### src/rtl/cwr_fifo.sv
module cwr_fifo #(
  parameter int WIDTH = 8,
  parameter int DEPTH = 2
) (
  input  logic             clk,
  input  logic             rst,
  input  logic             wr,
  input  logic [WIDTH-1:0] wr_data,
  output logic             full,
  input  logic             rd,
  output logic [WIDTH-1:0] rd_data,
  output logic             empty
);

  localparam int PTR_W = (DEPTH > 1) ? $clog2(DEPTH) : 1;
  localparam int CNT_W = $clog2(DEPTH + 1);

  logic [WIDTH-1:0] slots [DEPTH];
  logic [PTR_W-1:0] wr_ptr;
  logic [PTR_W-1:0] rd_ptr;
  logic [CNT_W-1:0] count;
  logic             do_wr;
  logic             do_rd;

  assign full    = (count == CNT_W'(DEPTH));
  assign empty   = (count == '0);
  assign do_wr   = wr && !full;
  assign do_rd   = rd && !empty;
  assign rd_data = slots[rd_ptr];

  always_ff @(posedge clk) begin
    if (do_wr) begin
      slots[wr_ptr] <= wr_data;
    end
  end

  always_ff @(posedge clk) begin
    if (rst) begin
      wr_ptr <= '0;
      rd_ptr <= '0;
      count  <= '0;
    end else begin
      if (do_wr) begin
        wr_ptr <= (wr_ptr == PTR_W'(DEPTH - 1)) ? '0 : wr_ptr + 1'b1;
      end
      if (do_rd) begin
        rd_ptr <= (rd_ptr == PTR_W'(DEPTH - 1)) ? '0 : rd_ptr + 1'b1;
      end
      if (do_wr && !do_rd) begin
        count <= count + 1'b1;
      end else if (do_rd && !do_wr) begin
        count <= count - 1'b1;
      end
    end
  end

endmodule

### config.mk
export PLATFORM = sky130hd
export DESIGN_NAME = cwr_fifo
export DESIGN_NICKNAME = d
export VERILOG_FILES = /design/src/rtl/cwr_fifo.sv
export SDC_FILE = /design/constraint.sdc
export NUM_CORES = 1
export LEC_CHECK = 0
export ABC_AREA = 1
export ABC_CLOCK_PERIOD_IN_PS = 1400
export BUFFER_PORTS_ARGS = -buffer_cell sky130_fd_sc_hd__buf_2
export CAP_MARGIN = 20
export CORE_MARGIN = 5
export CORE_UTILIZATION = 40
export DETAILED_ROUTE_END_ITERATION = 8
export PLACE_DENSITY_LB_ADDON = 0.15
export SETUP_SLACK_MARGIN = 0.2
export SLEW_MARGIN = 20
export SYNTH_ARGS = -nofsm -noshare
export SYNTH_HDL_FRONTEND = slang
export SYNTH_SLANG_ARGS = --single-unit
export TNS_END_PERCENT = 20
### constraint.sdc
create_clock -name clk -period 1.4 [get_ports clk]
set_clock_uncertainty 0.15 [all_clocks]
set_input_delay 0.28 -clock clk [delete_from_list [all_inputs] [get_ports clk]]
set_output_delay 0.28 -clock clk [all_outputs]
set_load 0.02 [all_outputs]
### Word level (Yosys, flattened, before mapping)

Memory sizes are Yosys's and may differ from the RTL's. A register that Yosys moved wholly into a read port is not among the register bits.
Cells that the tools add are included.

* register bits after elaboration: 4
* memory bits (writable): 16
* bits of input ports: 12
* output and inout bits: 10
* logic and storage cells: 27
* memories kept: 1

Memories
* slots: depth 2, bits a word 8, read ports 1, clocked after Yosys merged registers in 1, write ports 1, line 18 `logic [WIDTH-1:0] slots [DEPTH];`

* add/subtract/negate cells: 4
* eq/ne operators: 1
* mux-type cells: 8
* reductions and logical operators: 10

Operators by type and width (count)
* 1-bit 2-to-1 mux: 6
* 1-bit logical AND: 4
* 1-bit zero test: 4
* 2-bit 2-to-1 mux: 2
* 1-bit adder, second input constant: 2
* 2-bit by 1-bit adder with 2-bit output, second input constant: 1
* 2-bit == test, second input constant: 1
* 2-bit zero test: 1
* 2-bit nonzero test: 1
* 2-bit by 1-bit subtractor with 2-bit output, second input constant: 1

### Logic depth before layout (Yosys ltp)

* depth in word-level cells: 7
* gate-level depth with buffers: 10

### Least setup slack after synthesis

OpenSTA, ideal clock, no wires.

* kind: reg2reg
* start: register count[0]
* end: memory slots[1][0] (enable)
* setup time: 0.370 ns
* arrival: 0.951 ns
* required time: 0.880 ns
* path slack: -0.071 ns
* stages on the path, launching flop included: 3
* path buffers: 0
* clock period less this slack: 1.471 ns
* cell sequence: dfxtp_1 -> o21ai_2 -> nor2_1

* word-level cells in the longest chain between the ends: 5

RTL lines
* start, declared: line 21 `logic [CNT_W-1:0] count;`
* start signal, assigned: line 50 `count <= count + 1'b1;`
* start signal, assigned: line 52 `count <= count - 1'b1;`
* 2-bit == test: line 25 `assign full = (count == CNT_W'(DEPTH));`
* 1-bit zero test: line 27 `assign do_wr = wr && !full;`
* 1-bit logical AND: line 27
* 1-bit 2-to-1 mux: line 32 `if (do_wr) begin`
* 1-bit 2-to-1 mux (implied by the code): line 33 `slots[wr_ptr] <= wr_data;`
* end, declared: line 18

Every way passes these cells.

==> out/qor.csv <==
stage,metric,value,unit
critical_path,worst r2r path cells,9,
pwr,VDD IR max,988,uV
detailed_routing,routed len/inst,11.3,um
sta,Max Fclk,0.610,GHz
min_path,worst hold stages,1,
cts,Num CTS Buffers,3,
detailed_routing,Post-Route WL,1390,um
floorplanning,initial core utilization,42.2,%
cts,CTS tree,built,
global_routing,busiest grt layer,met2,
synthesis,synthesized area per cell,13.4,um2
synthesis,Synth Cell Area,828,um2
critical_path,CP arrival,1.21,ns
global_routing,met3 usage,2.33,%
detailed_routing,DR iter-0 viols,1,
detailed_routing,DR DRC count,0,
global_routing,GR Layer Usage met2,19.1,%
detailed_routing,via count,540,
floorplanning,Core Footprint,1960,um2
min_path,worst hold-check path type,input pin to register,
floorplanning,Die X-Extent,55.5,um
critical_path,Reg2Reg Launch Point,count[1],
critical_path,"delay-heaviest family, CP",flip-flops,
cts,clk_lat worst skew,0.29,ns
critical_path,CP Depth,3,
global_routing,grt total ovfl,0,
flow_run,Max Cap Violations,0,
cells_and_area,non-filler instance count after layout,123,
sta,RSZ-0062 raised after global routing,yes,
cells_and_area,final net count,110,
sta,count of final setup violators,10,
cts,Clock Sinks,21,
synthesis,"Seq/Total Area, Yosys",70.1,%
global_routing,first-pass GRT wire length,2270,um
synthesis,Ys Warns,0,
place,routability cong.,0.695,
place,IO buf count,21,
sta,Final Hold Viols,0,
critical_path,flop2flop setup slack,0.01,ns
detailed_routing,DRT Pass-1 Iters,3,
critical_path,CP Class,register to output port,
sta,post-route setup slack,-0.238,ns
critical_path,worst endpoint required time,0.97,ns
global_routing,gr usage total,9.58,%
critical_path,"Buf+Inv Stages, Crit Path",2,
global_routing,initial antenna violation count,0,
status,failing checks,negative setup slack,
global_routing,largest net degree at the start of global routing,12,
cts,clk slew on worst S/H paths,0.10,ns
critical_path,crit-path max FO,8,
cts,Max clock buf depth,2,
pwr,PwrDens,1730,nW/um2
critical_path,Critical Path Sink Type,output port,
global_routing,met1 usage in global routing,8.53,%
floorplanning,Row Count,16,
critical_path,CP max stage delay,0.35,ns
sta,max_slew headroom,86.7,%
sta,Slew @ Worst Pin,0.200,ns
critical_path,crit path launch type,register,
cells_and_area,# fillers,173,
cts,CTS root buf,clkbuf_4,
critical_path,FF-to-FF End,count[1],
place,placed instance count,115,
synthesis,post-synth cell types,16,
floorplanning,I/O pin count,22,
sta,Tmin final,1.64,ns
critical_path,critical path endpoint,rd_data[1],
floorplanning,Die Area,3080,um2
cells_and_area,Antenna Cells,0,
floorplanning,Die Ht,55.5,um
cells_and_area,layout cells sized above 1,55.2,%
global_routing,number of global-route vias before repair,559,
cts,Post-CTS Repair Setup Buffers,0,
place,hpwl dp,1020,um
cells_and_area,Final Core Density,62.9,%
sta,fin crit share,117,%
critical_path,"Slowest-stage cell, CP",dfxtp_2,
cts,H-tree level count,1,
detailed_routing,Final ANT Viol Nets,0,
status,status,finished with violations,
synthesis,Yosys reg bits,21,
synthesis,Post-Syn Nets,75,
critical_path,critical-path cell list,buf_12 -> mux2_4 -> buf_6,
cells_and_area,area grow syn2layout,48.9,%
synthesis,Mapped Cells,62,
detailed_routing,via/cell ratio,4.39,
pwr,LEAKAGE,0.513,nW
sta,Final Slew Violations,0,
-- layout by cell type, fill, tap and decap left out, drive strengths merged --
master / Yosys / final
ha: 1 / 1
and2: 1 / 1
edfxtp: 16 / 16
nand4: 1 / 1
dfxtp: 5 / 5
mux2: 8 / 8
nor2: 9 / 9
o21ai: 5 / 5
inv: 9 / 9
buf: 1 / 27
dlygate4sd3: 0 / 4
a21oi: 1 / 1
nand2: 4 / 4
nand3: 1 / 1
clkbuf: 0 / 4
-- state kept, by name, indices dropped and copies added (netlist names), named ones only --
register / count
count: 2
rd_ptr: 1
slots: 16
wr_ptr: 1
-- cells in the mapped netlist --
| cell type | n | area (um2) |
|---|---|---|
| nand3_1 | 1 | 5.00 |
| o21ai_2 | 2 | 17.5 |
| buf_2 | 1 | 5.00 |
| inv_2 | 2 | 7.51 |
| edfxtp_1 | 16 | 480 |
| nor2_1 | 9 | 33.8 |
| o21ai_0 | 2 | 10.0 |
| a21oi_1 | 1 | 5.00 |
| nand2_1 | 4 | 15.0 |
| and2_4 | 1 | 8.76 |
| inv_1 | 7 | 26.3 |
| ha_1 | 1 | 12.5 |
| nand4_1 | 1 | 6.26 |
| dfxtp_1 | 5 | 100 |
| o21ai_1 | 1 | 5.00 |
| mux2_2 | 8 | 90.1 |
-- layer usage --
| metal | share of wire, % | wire length (um) | vias up |
|---|---|---|---|
| li1 | - | - | 283 |
| met1 | 36 | 505 | 243 |
| met2 | 58 | 799 | 12 |
| met3 | 5.0 | 69 | 2 |
| met4 | 0.94 | 13 | 0 |
| met5 | 0 | 0 | - |
-- area by class of cell --
| class | count | area (um2) | area share (%) |
|---|---|---|---|
| clock buffers | 4 | 26.3 | 2.13 |
| multi-input cells | 31 | 269 | 21.8 |
| well taps | 27 | 33.8 | 2.74 |
| flip-flops and latches | 21 | 586 | 47.5 |
| repair buffers | 31 | 283 | 22.9 |
| inverters | 9 | 36.3 | 2.94 |
-- cell families (layout without fill, tap and decap cells) --
family	count (synthesis)	in the layout	synth area share [%]
AND/OR/NAND/NOR	16	16	8.31
flip-flops	21	21	70.1
multiplexers	8	8	10.9
buffers and inverters	10	44	4.68
adder cells (fa/ha/maj)	1	1	1.51
AO/OA/AOI/OAI	6	6	4.53
-- where the power goes --
part | internal (W) | total, W | switching [W]
Combinational | 0.000532 | 0.00101 | 0.000481
Sequential | 0.000804 | 0.000857 | 0.0000531
Clock | 0.000111 | 0.000266 | 0.000156
-- through the flow --
stage               cell area, um2  setup WS [ns]  total power [W]  setup TNS (ns)  hold WS (ns)
CTS                           1190         -0.252          0.00216           -2.17        0.0112
detailed placement            1080        -0.0130          0.00172         -0.0130         0.322
floorplan                      862         0.0305          0.00140               0         0.229
global route                  1230         -0.301          0.00230           -2.90       0.00100
finish                        1230         -0.238          0.00214           -2.01        0.0264
global placement              1080         0.0126          0.00170               0         0.318
-- timing repair --
action / 4_1_cts / 5_1_grt
resized for setup: 28 / 1
pin swaps: 2 / 0
endpoints found under the hold margin: 0 / 8
hold buffers: 0 / 4
setup endpoints to repair: 30 / 26
-- how the worst min path moves through the flow --
stage	from	to	slack, ns
2_1_floorplan	wr_data[0]	slots[0][0]	0.23
3_3_place_gp	wr_data[2]	slots[1][2]	0.32
3_5_place_dp	wr_data[6]	slots[0][6]	0.32
4_1_cts	wr_data[6]	slots[0][6]	0.01
5_1_grt	wr_data[3]	slots[1][3]	0.001
6_report	wr_data[1]	slots[0][1]	0.03
No activity file was read; power rests on OpenSTA's default activity.
