<file path="src/rtl/cwr_pkg.sv">
package cwr_pkg;

  localparam int LOC_OUT_W = 11;
  localparam int CELL_W    = 16;
  localparam int CFG_IDX_W = 2;
  localparam int COLOUR_W  = 4;

  localparam logic [7:0]        CHAR_BACKSPACE = 8'h08;
  localparam logic [7:0]        CHAR_TAB       = 8'h09;
  localparam logic [7:0]        CHAR_NEWLINE   = 8'h0A;
  localparam logic [7:0]        CHAR_RETURN    = 8'h0D;
  localparam logic [7:0]        CHAR_SPACE     = 8'h20;
  localparam logic [CELL_W-1:0] CELL_RESET     = 16'h0F20;

  localparam logic [COLOUR_W-1:0] FG_RESET = 4'hF;
  localparam logic [COLOUR_W-1:0] BG_RESET = 4'h0;

  localparam logic [CFG_IDX_W-1:0] REG_FOREGROUND = 2'd0;
  localparam logic [CFG_IDX_W-1:0] REG_BACKGROUND = 2'd1;

  typedef enum logic [1:0] {
    OP_PUT   = 2'd0,
    OP_CLEAR = 2'd1,
    OP_READ  = 2'd2,
    OP_NOP   = 2'd3
  } op_t;

  typedef enum logic [2:0] {
    CH_NONE,
    CH_BACKSPACE,
    CH_TAB,
    CH_RETURN,
    CH_NEWLINE,
    CH_PRINT
  } char_class_t;

  typedef struct packed {
    op_t                  op;
    char_class_t          cls;
    logic [7:0]           char_code;
    logic [LOC_OUT_W-1:0] cell_index;
  } cmd_t;

  typedef struct packed {
    logic [LOC_OUT_W-1:0] cursor_location;
    logic [CELL_W-1:0]    cell_data;
    logic                 scrolled;
  } res_t;

endpackage

</file>
<file path="src/rtl/cwr_fifo.sv">
module cwr_fifo #(
  parameter int WIDTH = 8,
  parameter int DEPTH = 2
) (
  input  logic             clk,
  input  logic             rst,
  input  logic             wr,
  input  logic [WIDTH-1:0] wr_data,
  output logic             full,
  input  logic             rd,
  output logic [WIDTH-1:0] rd_data,
  output logic             empty
);

  localparam int PTR_W = (DEPTH > 1) ? $clog2(DEPTH) : 1;
  localparam int CNT_W = $clog2(DEPTH + 1);

  logic [WIDTH-1:0] slots [DEPTH];
  logic [PTR_W-1:0] wr_ptr;
  logic [PTR_W-1:0] rd_ptr;
  logic [CNT_W-1:0] count;
  logic             do_wr;
  logic             do_rd;

  assign full    = (count == CNT_W'(DEPTH));
  assign empty   = (count == '0);
  assign do_wr   = wr && !full;
  assign do_rd   = rd && !empty;
  assign rd_data = slots[rd_ptr];

  always_ff @(posedge clk) begin
    if (do_wr) begin
      slots[wr_ptr] <= wr_data;
    end
  end

  always_ff @(posedge clk) begin
    if (rst) begin
      wr_ptr <= '0;
      rd_ptr <= '0;
      count  <= '0;
    end else begin
      if (do_wr) begin
        wr_ptr <= (wr_ptr == PTR_W'(DEPTH - 1)) ? '0 : wr_ptr + 1'b1;
      end
      if (do_rd) begin
        rd_ptr <= (rd_ptr == PTR_W'(DEPTH - 1)) ? '0 : rd_ptr + 1'b1;
      end
      if (do_wr && !do_rd) begin
        count <= count + 1'b1;
      end else if (do_rd && !do_wr) begin
        count <= count - 1'b1;
      end
    end
  end

endmodule

</file>
<file path="src/rtl/cwr_front.sv">
module cwr_front
  import cwr_pkg::*;
(
  input  logic                 clk,
  input  logic                 rst,
  input  logic                 push,
  input  logic                 hold,
  output logic                 full,
  input  logic [1:0]           opcode,
  input  logic [7:0]           char_code,
  input  logic [LOC_OUT_W-1:0] cell_index,
  input  logic                 cmd_pop,
  output logic                 cmd_empty,
  output cmd_t                 cmd
);

  cmd_t cmd_in;
  logic q_full;

  always_comb begin
    cmd_in.op         = op_t'(opcode);
    cmd_in.char_code  = char_code;
    cmd_in.cell_index = cell_index;
    priority if (char_code == CHAR_BACKSPACE) begin
      cmd_in.cls = CH_BACKSPACE;
    end else if (char_code == CHAR_TAB) begin
      cmd_in.cls = CH_TAB;
    end else if (char_code == CHAR_RETURN) begin
      cmd_in.cls = CH_RETURN;
    end else if (char_code == CHAR_NEWLINE) begin
      cmd_in.cls = CH_NEWLINE;
    end else if (!char_code[7] && char_code >= CHAR_SPACE) begin
      cmd_in.cls = CH_PRINT;
    end else begin
      // other control codes and the high half are dropped
      cmd_in.cls = CH_NONE;
    end
  end

  assign full = q_full || hold;

  cwr_fifo #(
    .WIDTH($bits(cmd_t)),
    .DEPTH(2)
  ) u_cmd_q (
    .clk    (clk),
    .rst    (rst),
    .wr     (push && !full),
    .wr_data(cmd_in),
    .full   (q_full),
    .rd     (cmd_pop),
    .rd_data(cmd),
    .empty  (cmd_empty)
  );

endmodule

</file>
<file path="config.mk">
export PLATFORM = sky130hd
export DESIGN_NAME = cwr_front
export DESIGN_NICKNAME = d
export VERILOG_FILES = /design/src/rtl/cwr_pkg.sv /design/src/rtl/cwr_fifo.sv /design/src/rtl/cwr_front.sv
export SDC_FILE = /design/constraint.sdc
export NUM_CORES = 1
export LEC_CHECK = 0
export BUFFER_PORTS_ARGS = -buffer_cell sky130_fd_sc_hd__buf_2
export CORE_UTILIZATION = 29
export CTS_CLUSTER_SIZE = 8
export DETAILED_ROUTE_END_ITERATION = 16
export PLACE_DENSITY = 0.58
export SYNTH_ARGS = -nofsm -noshare
export SYNTH_HDL_FRONTEND = slang
export SYNTH_SLANG_ARGS = --single-unit
export TNS_END_PERCENT = 5
</file>
<file path="constraint.sdc">
create_clock -name clk -period 2.38 [get_ports clk]
set_input_delay 0.119 -clock clk [delete_from_list [all_inputs] [get_ports clk]]
set_output_delay 0.119 -clock clk [all_outputs]
set_load 0.01 [all_outputs]
</file>
Yosys cells after proc, flatten, opt, wreduce, memory -nomap -nowiden
Memories as Yosys holds them, arrays and structs flattened. A register that Yosys moved wholly into a read port is not among the register bits. Index checks and enable logic that the tools add are counted.

Register bits: 4. Memory bits (writable): 48. Bits of input ports: 26. Output and inout port bits: 26. Logic and storage cells: 42. Memories kept: 1.

Memories: u_cmd_q.slots (words 2, width 24, rd ports 1, clocked after Yosys merged registers in 1, wr ports 1, line cwr_fifo.sv:18) `logic [WIDTH-1:0] slots [DEPTH];`.

Add/sub/neg operators: 4. Order comparisons: 1. Equal/unequal tests: 5. Muxes and demuxes: 13. Reductions and logical operators: 15.

Operators with widths (count): equality test 8 x 4 -> 1 bit, second input constant (4); two-way mux 3 bit (5); greater-or-equal comparator 8 x 6 -> 1 bit, second input constant (1); logical AND 1 bit (6); logical NOT 1 bit (6); two-way mux 1 bit (6); two-way mux 2 bit (2); adder 1 bit, second input constant (2); adder 2 x 1 -> 2 bit, second input constant (1); equality test 2 bit, second input constant (1); logical NOT 2 bit (1); nonzero test 2 bit (1); subtractor 2 x 1 -> 2 bit, second input constant (1); logical OR 1 bit (1).

Longest topological paths before layout
Depth in word-level cells: 9. Mapped depth: 6. Mapped depth without buffers: 6.

Hierarchy
Synthesis repeated with hierarchy kept, for this count alone.

Cells, all modules: 111. Area total of the unflattened synthesis: 2016.9 um^2.

By module, submodules not included: cwr_fifo (times used 1, cells an instance 100, area each 1944.4 um^2, seq. area each 1541.5 um^2); cwr_front (times used 1, cells an instance 11, area each 72.6 um^2, seq. area each 0.0 um^2).

Least setup slack after synthesis
Ideal clock, no wire load.

Path type: flip-flop to flip-flop. Start: reg u_cmd_q.count[1]. End: mem u_cmd_q.slots[0][0] (netlist bit), enable pin. Setup time: 0.408 ns. Arrival: 1.831 ns. Required time: 1.972 ns. Setup slack: 0.141 ns. Stages on the path, launching flop included: 4. Path buffers: 0. Period minus slack after synthesis: 2.239 ns. Cells stage by stage: dfxtp_1 nor2b_2 nor3b_4 nor2b_1.

Longest elaborated chain between the ends: 7. Elaborated cells between the ends (all ways): 8. Those cells by class: eq/ne: 1; mux: 2; reduce/logical: 5.

Ends and longest elaborated chain: start: declaration (line cwr_fifo.sv:21) `logic [CNT_W-1:0] count;`; start signal: assignment (line cwr_fifo.sv:50) `count <= count + 1'b1;`; start signal: assignment (line cwr_fifo.sv:52) `count <= count - 1'b1;`; equality test 2 bit (*) (line cwr_fifo.sv:25) `assign full = (count == CNT_W'(DEPTH));`; logical OR 1 bit (line cwr_front.sv:40) `assign full = q_full || hold;`; logical NOT 1 bit (line cwr_front.sv:48) `.wr (push && !full),`; logical AND 1 bit (line cwr_front.sv:48); logical AND 1 bit (*) (line cwr_fifo.sv:27) `assign do_wr = wr && !full;`; via u_cmd_q.do_wr (line cwr_fifo.sv:22) `logic do_wr;`; two-way mux 1 bit (*) (line cwr_fifo.sv:32) `if (do_wr) begin`; two-way mux 1 bit (implied by the code) (*) (line cwr_fifo.sv:33) `slots[wr_ptr] <= wr_data;`; end: declaration (line cwr_fifo.sv:18).

The timed path passes the listed nets; every way through them passes the cells marked *.

==> impl_metrics.ini <==
[clocking]
tritoncts = yes
cts_buffers = 5
cts.sinks = 53
path_clk_slew_ps = 90
clockBufferDepth = 2
insertion_delay_ps = 290
cts_max_level = 2
postCtsSetupBuffers = 0
clockRootBuffer = clkbuf_8

[pwr]
powerDensity_nw_per_um2 = 882
p_total_mw = 2.26
ir_worst_vdd_mv = 0.425
p_switching_mw = 0.632
clock_power_share = 0.207
pwr-share-comb = 0.278
p_sw_frac = 0.280
p_int_mw = 1.63
power.static_leakage_nw = 0.947
p_seq_frac = 0.515

[timing]
drv_slew = 0
worstMarginPinSlew_ps = 328
fin_skew_ps = 4.84
layout_setup_ws_ps = 735
hold_viol = 0
holdWs_ps = 13.1
max_freq_mhz = 608
setup_viol = 0
maxSlewHeadroom = 0.781
rsz0062_at_grt = no
period_share = 0.691
tns_ps = 0
post-route-min-period_ps = 1650

[setup_path]
startpoint_type = flop
worstSetupEndpointType = output pin
critical_path.cell_chain = buf_4 > mux2_2 > buf_2
worst_path_largest_cell_delay_ps = 390
cp_slowest_cell = mux2_2
path_max_fanout = 22
worstPathRequired_ps = 2260
crit_buf_inv = 2
cp_top_family = buffers and inverters
path_class = flop to output pin
crit_arrival_ps = 1530

[detailed_routing]
ant_nets = 0
drc_errors = 0
routed_wl_mm = 3.50
drt_pass1_iterations = 3
vias_per_cell = 4.32
drt_iter0_drc = 60
wire_per_inst_um = 13.6
vias = 1110

[layout]
antenna_cells = 0
nFillCells = 662
finalInstanceArea_um2 = 2560
area_growth_pct = 26.5
final_nets = 203
postLayoutCoreUtil = 0.379
drive_above_1_share = 0.497
finish.cell_count_without_fillers = 257

[die]
rows = 30
dieArea_um2 = 7320
initial_core_util = 0.300
io_pins = 52
core_region_area_um2 = 6760
die_w_um = 85.6
die_h_um = 85.6

[outcome]
status = finished, final reports clean

[place]
placed_area_um2 = 2390
numPortBuffers = 51
post-place-ws_ps = 753
gp_congestion = 0.688
dp.cells = 240
hpwl_mm = 2.31

[logic_synthesis]
synth_nets = 136
ys.flop_type = edfxtp_1
syn_area_per_cell_um2 = 18.6
synth_top_area_cell = edfxtp_1
synth_edf_count = 48
synth_top_area_frac = 0.712
ys_async_sr_fraction = 0
ys_warn_count = 0
syn_inst = 109
yosys-top-cells-area = edfxtp_1 (71%), mux2_2 (13%), dfxtp_1 (4.9%)
synth_seq_cells = 53
ys_types = 21
yosysSeqAreaShare = 0.761
synth.cell_area_um2 = 2030
synth_commonest_cells = edfxtp_1 (48), mux2_2 (24), nor2_1 (6)
post-synth-top-count-cell = edfxtp_1

[global_route]
overflow = 0
grt_usage = 0.100
antenna_found_initial = 0
grt_pass1_wl_mm = 5.54
grt_max_degree = 25
grt_pass1_vias = 1106

[min_path]
hold_path.class = primary input to flop

[run]
maxCapViolCount = 0
path summary, 6_finish.rpt:
kind,from,end,slack (ps),depth (start not counted)
max,flop,cmd[9],730,3
min,cell_index[9],u_cmd_q.slots[1][9]$_DFFE_PP_,10,1
max reg2reg,u_cmd_q.count[1]$_SDFFE_PP0P_,u_cmd_q.count[1]$_SDFFE_PP0P_,750,5
min reg2reg,u_cmd_q.rd_ptr$_SDFFE_PP0P_,u_cmd_q.rd_ptr$_SDFFE_PP0P_,520,2
worst reg2reg max path, cell delays in order (launching register included):
cell and delay, ps:
dfxtp_1 350, nor2b_2 180, nor3b_4 240, ha_1 300, or3_1 350, a21oi_1 150
kinds of logic after synthesis:
logic type / Yosys count / share of synthesized area
flip-flops: 53 / 0.761
multiplexers: 25 / 0.139
AND/OR/NAND/NOR: 18 / 0.0568
AO/OA/AOI/OAI: 5 / 0.0124
XOR/XNOR: 4 / 0.0173
buffers and inverters: 3 / 0.00741
adder cells (fa/ha/maj): 1 / 0.00618
flip-flops by register name, summed over array words and instances (netlist names), named ones only:
signal          cells
u_cmd_q.slots      48
u_cmd_q.rd_ptr      1
u_cmd_q.count       2
u_cmd_q.wr_ptr      1
layer usage:
layer | wire length, µm | global-route usage | vias to the layer above
met1 | 1620 | 0.132 | 529
met5 | 0 | 0 | -
li1 | - | - | 544
met2 | 1670 | 0.153 | 32
met3 | 176 | 0.0395 | 5
met4 | 31 | 0.0318 | 0
layout make-up:
| type | instances | area (µm²) | share of cell area |
|---|---|---|---|
| Clock inverter | 3 | 12.5 | 0.00488 |
| Timing Repair Buffer | 63 | 368 | 0.144 |
| Clock buffer | 5 | 68.8 | 0.0269 |
| Tap cell | 80 | 100 | 0.0391 |
| Sequential cell | 53 | 1540 | 0.602 |
| Multi-Input combinational cell | 53 | 472 | 0.184 |
cells in the final DEF (no fill, tap or decap):
| cell | count |
|---|---|
| or2_2 | 1 |
| or3_1 | 1 |
| nor4b_1 | 1 |
| dfxtp_1 | 5 |
| clkinv_1 | 2 |
| xnor2_1 | 1 |
| nor2b_1 | 1 |
| nor2_1 | 6 |
| and2_1 | 1 |
| ha_1 | 1 |
| mux2_2 | 24 |
| nor2b_2 | 2 |
| nor3b_4 | 1 |
| buf_2 | 51 |
| edfxtp_1 | 48 |
| o21ai_0 | 2 |
| a21oi_1 | 3 |
| and4b_1 | 1 |
| nand2_1 | 2 |
| mux2_1 | 1 |
| dlygate4sd3_1 | 9 |
| clkinv_2 | 1 |
| xor2_1 | 3 |
| clkbuf_8 | 5 |
| nor3b_1 | 1 |
| buf_4 | 3 |
what timing repair did:
action                    in CTS  in global routing
hold endpoints to repair       3                 13
resized for setup              0                  0
hold buffers                   2                  7
power by group through the flow:
stage / registers (mW) / logic (mW) / clock network (mW)
2_1_floorplan: 1.17 / 0.414 / 0
3_3_place_gp: 1.18 / 0.624 / 0
3_5_place_dp: 1.18 / 0.626 / 0
4_1_cts: 1.16 / 0.632 / 0.483
5_1_grt: 1.18 / 0.693 / 0.522
6_report: 1.16 / 0.628 / 0.468
(Power assumes the default switching activity.)
